`src/sv/pip_ram.sv`:
```
`timescale 1ns / 1ps
// ----------------------------------------------------------------------------
// pip_ram: generic single-write, single-read RAM
// One write port and one read port with registered read data.
// ----------------------------------------------------------------------------
module pip_ram #(
    parameter int WIDTH = 48,
    parameter int DEPTH = 16
) (
    input  logic                     clk,
    input  logic                     we,
    input  logic [$clog2(DEPTH)-1:0] waddr,
    input  logic [WIDTH-1:0]         wdata,
    input  logic                     re,
    input  logic [$clog2(DEPTH)-1:0] raddr,
    output logic [WIDTH-1:0]         rdata
);

    logic [WIDTH-1:0] mem [DEPTH];

    always_ff @(posedge clk)
    begin
        if (we)
        begin
            mem[waddr] <= wdata;
        end
        if (re)
        begin
            rdata <= mem[raddr];
        end
    end

endmodule

```
`config.mk`:
```
export PLATFORM = sky130hd
export DESIGN_NAME = pip_ram
export DESIGN_NICKNAME = d
export VERILOG_FILES = /design/src/sv/pip_ram.sv
export SDC_FILE = /design/constraint.sdc
export NUM_CORES = 1
export LEC_CHECK = 0
export BUFFER_PORTS_ARGS = -buffer_cell sky130_fd_sc_hd__buf_4
export CAP_MARGIN = 20
export CORE_ASPECT_RATIO = 1.4
export CORE_UTILIZATION = 57
export DETAILED_ROUTE_END_ITERATION = 10
export PLACE_DENSITY_LB_ADDON = 0.25
export SLEW_MARGIN = 20
export SYNTH_ARGS = -nofsm -noshare
export SYNTH_HDL_FRONTEND = slang
export SYNTH_SLANG_ARGS = --single-unit
```
`constraint.sdc`:
```
create_clock -name clk -period 11.58 [get_ports clk]
set_input_delay 1.158 -clock clk [delete_from_list [all_inputs] [get_ports clk]]
set_output_delay 1.158 -clock clk [all_outputs]
set_load 0.02 [all_outputs]
```
## Word level (Yosys, flattened, before mapping)

Memory sizes are Yosys's and may differ from the RTL's. A register that Yosys moved wholly into a read port is not among the register bits.
Cells that the tools add are included.

- Multiplexer cells: 2

Operators by type and width:

| operator | count |
|---|---|
| 2-to-1 mux 1 bit | 2 |

- Word-level logic and storage cells: 3
- Memory bits (writable): 768
- Register bits: 0
- Bits of input ports: 59
- Output and inout port bits: 48
- Memories: 1

Memory list:

| name | words | width | read ports | clocked after Yosys merged registers in | write ports | RTL line | RTL |
|---|---|---|---|---|---|---|---|
| mem | 16 | 48 | 1 | 1 | 1 | 19 | `logic [WIDTH-1:0] mem [DEPTH];` |

## Longest topological paths before layout

- Word-level depth: 2
- Depth in mapped cells: 6
- Mapped depth without buffers: 3

## Least setup slack after synthesis

No wires, ideal clock.

- Path type: input to register
- Start point: input port waddr[2]
- End point: memory mem[0][0] (enable)
- Cell stages on the path: 2
- Arrival: 4.949 ns
- Path slack: 6.118 ns
- Path buffers: 0
- Cells stage by stage: or3b_2 -> nor3_1

RTL lines:

| what | RTL line | RTL |
|---|---|---|
| start, declared | 12 | `input logic [$clog2(DEPTH)-1:0] waddr,` |
| end, declared | 19 |  |

Straight into the memory's write port.

==> metrics.txt <==
global-route met3 utilization 3.75%; cell accounting for the most synthesized area sky130_fd_sc_hd__edfxtp_1; via count of the first global-routing pass approximately 14000; Detailed Route Iter0 Violations 1508; startpoint of the most critical register-to-register path mem[11][36]$_DFFE_PP_; slowest stage delay, CP 0.67 ns; dominant cells by area after synthesis sky130_fd_sc_hd__edfxtp_1, sky130_fd_sc_hd__mux4_2, sky130_fd_sc_hd__a22oi_1; GR Util met1 35.1%; Post-CTS Setup Repair Bufs 0; count of cells along the worst hold path 3; Highest Clock Rate 263 MHz; count of unresolved DRC violations after routing 0; cell type of the slowest stage on the worst timing path sky130_fd_sc_hd__buf_6; Clock transition at path regs 0.06 ns; area used by sequential logic in the layout approximately 0.025 mm²; number of flip-flops and latches in the synthesized netlist 816; sequential-to-total area share from yosys stat 81.2%; maximum vdd ir drop 0.103 mV; data required time at the worst endpoint 11.91 ns; # H-tree levels 3; most frequent cell after synthesis sky130_fd_sc_hd__edfxtp_1; post-synth design cell area 0.0302 mm²; Setup violations, final 0; per-cell routed wire length 29.1 µm; setup repair after global routing missed its margin no; crit start category input port; crit-path max FO 75; area share of the largest cell type after synthesis between 80 and 90%; worst-case hold path end point rdata[26]$_DFFE_PP_; Die Ht 274 µm; hold buffers post-CTS 0; area of the placeable core 0.0521 mm²; CTS sink count 816; Period Utilization, post-route around a third; ratio of routed vias to standard cells 6.40; share of post-route cells with drive strength above 1 30.3%; met2 routing resource usage after global routing 38.4%; Inserted Clock Buffers 72; Reg2Reg Setup Slack 10.11 ns; number of routed nets with antenna violations 0; most used routing layer met2; maximum buffer depth of the clock tree 3; largest net degree at the start of global routing 80; # nets final 1444; first-pass GRT wire length 91200 µm; Worst-Margin Slew 1.08 ns; I/O Pins 107; number of enable-type register cells in the synthesized netlist 816; max-cap violation count 0; share of synthesized registers carrying an async set or reset 0%; Reg2Reg Depth 3; Final Power 0.00590 W; worst hold-check path type flip-flop to flip-flop; leading register cell type out of synthesis sky130_fd_sc_hd__edfxtp_1; GRT overflow 0; worst-case headroom to the max-slew limit 27.9%; endpoint class of the critical path flip-flop; Clock Root Buffer sky130_fd_sc_hd__clkbuf_16; total number of vias 13728; chip width 196 µm; status finished clean; hold_sp mem[4][26]$_DFFE_PP_; Clock Skew 0.0154 ns; Routability Congestion 0.711; clock tree from TritonCTS done; post-layout minimum cycle time 3.80 ns; detailed-placement wirelength estimate 27100 µm; critical path cell sequence buf_8 -> buf_6 -> buf_4 -> mux4_2 -> a22oi_1 -> nand2_1; final count of hold timing violations 0; mean area per synthesized cell 24.3 µm²; total of buffers placed on input and output ports 106; worst reg2reg path endpoint rdata[36]$_DFFE_PP_; synth unique cells 16; latest clock arrival within the worst-skew pair roughly 0.59 ns; initial antenna violation count 0; post-synthesis to final-layout area growth 12.9%; Die Outline Area 0.0539 mm²; YS warnings 0; synthesized netlist cell count 1242; leakage power 10.8 nW; syn nets 1301; most instantiated cells after synthesis sky130_fd_sc_hd__edfxtp_1, sky130_fd_sc_hd__mux4_2, sky130_fd_sc_hd__a22oi_1, sky130_fd_sc_hd__nand2_1, sky130_fd_sc_hd__clkbuf_1; area occupied by multi-input gates 0.00549 mm²; fillers 3312; first-pass iteration count of the detailed router 5; final max-slew violation count 0; Sum Neg Setup Slack 0 ns; final WL just over 60000 µm; post-CTS sizing 0; PD cells ~170 mW/mm²; aggregate global-route resource usage 23.9%; Setup Crit Path Kind input port to flip-flop; starting density of the core between 50% and 60%; signal arrival time at the worst endpoint 4.13 ns; Rows 99; diodes inserted 0
report_power, final:
| group | total [W] | switching [W] | internal [W] |
|---|---|---|---|
| Sequential | 0.00335 | 0.0000196 | 0.00333 |
| Combinational | 0.000302 | 0.000178 | 0.000124 |
| Clock | 0.00225 | 0.000991 | 0.00126 |
worst max-delay path: cells and delay by family:
family                 cells  cell delay [ns]
AO/OA/AOI/OAI              1             0.23
multiplexers               1             0.59
AND/OR/NAND/NOR            1             0.07
buffers and inverters      3             1.95
state kept, by name, summed over array words and instances (netlist names):
name	count
rdata	48
mem	768
cell families after synthesis:
logic type             after synthesis  share of synthesized area (%)
DFF                                816                           81.2
muxes                              192                           14.3
AOI/OAI and AO/OA                   96                           2.39
and+or+nand+nor                     75                           1.04
buffers and inverters               63                           1.04
per-layer routing:
metal  vias up  wire length [µm]
met3        80              4990
li1       5633                 -
met1      7394             25400
met2       621             31100
met4         0               933
met5         -                 0
cells in the final DEF, fill, tap and decap left out, types with 2 or more instances in the layout:
cell,Yosys,layout
sky130_fd_sc_hd__a22oi_1,96,96
sky130_fd_sc_hd__buf_4,18,129
sky130_fd_sc_hd__buf_6,0,2
sky130_fd_sc_hd__bufinv_16,0,2
sky130_fd_sc_hd__clkbuf_1,28,22
sky130_fd_sc_hd__clkbuf_16,0,77
sky130_fd_sc_hd__clkinv_1,0,13
sky130_fd_sc_hd__clkinv_2,0,9
sky130_fd_sc_hd__edfxtp_1,816,816
sky130_fd_sc_hd__inv_6,0,2
sky130_fd_sc_hd__mux4_2,192,192
sky130_fd_sc_hd__nand2_1,49,49
sky130_fd_sc_hd__nand2b_1,2,2
sky130_fd_sc_hd__nand3b_1,2,2
sky130_fd_sc_hd__nor2_4,0,13
sky130_fd_sc_hd__nor2b_4,0,2
sky130_fd_sc_hd__nor3_2,0,4
final cells by class:
cell class	instances	share of cell area, %
multi-input combinational	363	16.1
timing repair buffer	132	2.95
tap	707	2.60
sequential	816	71.9
clock inverter	27	0.529
clock buffer	99	5.90
worst max path at each step:
stage	startpoint	to	slack, ns	cells past startpoint
2_1_floorplan	waddr[2]	mem[0][0]$_DFFE_PP_	6.12	2
3_3_place_gp	raddr[0]	rdata[27]$_DFFE_PP_	6.83	6
3_5_place_dp	raddr[0]	rdata[33]$_DFFE_PP_	6.79	6
4_1_cts	raddr[0]	rdata[33]$_DFFE_PP_	7.40	6
5_1_grt	raddr[0]	rdata[33]$_DFFE_PP_	7.45	6
6_report	raddr[0]	rdata[28]$_DFFE_PP_	7.78	6
through the flow:
stage / util [%] / area [µm²] / setup slack [ns] / hold WS [ns] / std cells
after floorplan: - / 30200 / 6.12 / 0.710 / 1242
after global placement: 61.1 / 31900 / 6.83 / 0.723 / 2018
after detailed placement: 61.1 / 31900 / 6.79 / 0.731 / 2018
after CTS: 65.3 / 34100 / 7.40 / 0.741 / 2144
after global routing: 65.3 / 34100 / 7.45 / 0.764 / 2144
final: 65.3 / 34100 / 7.78 / 0.735 / 2144
Note: power is estimated with default switching activity, not from simulation.
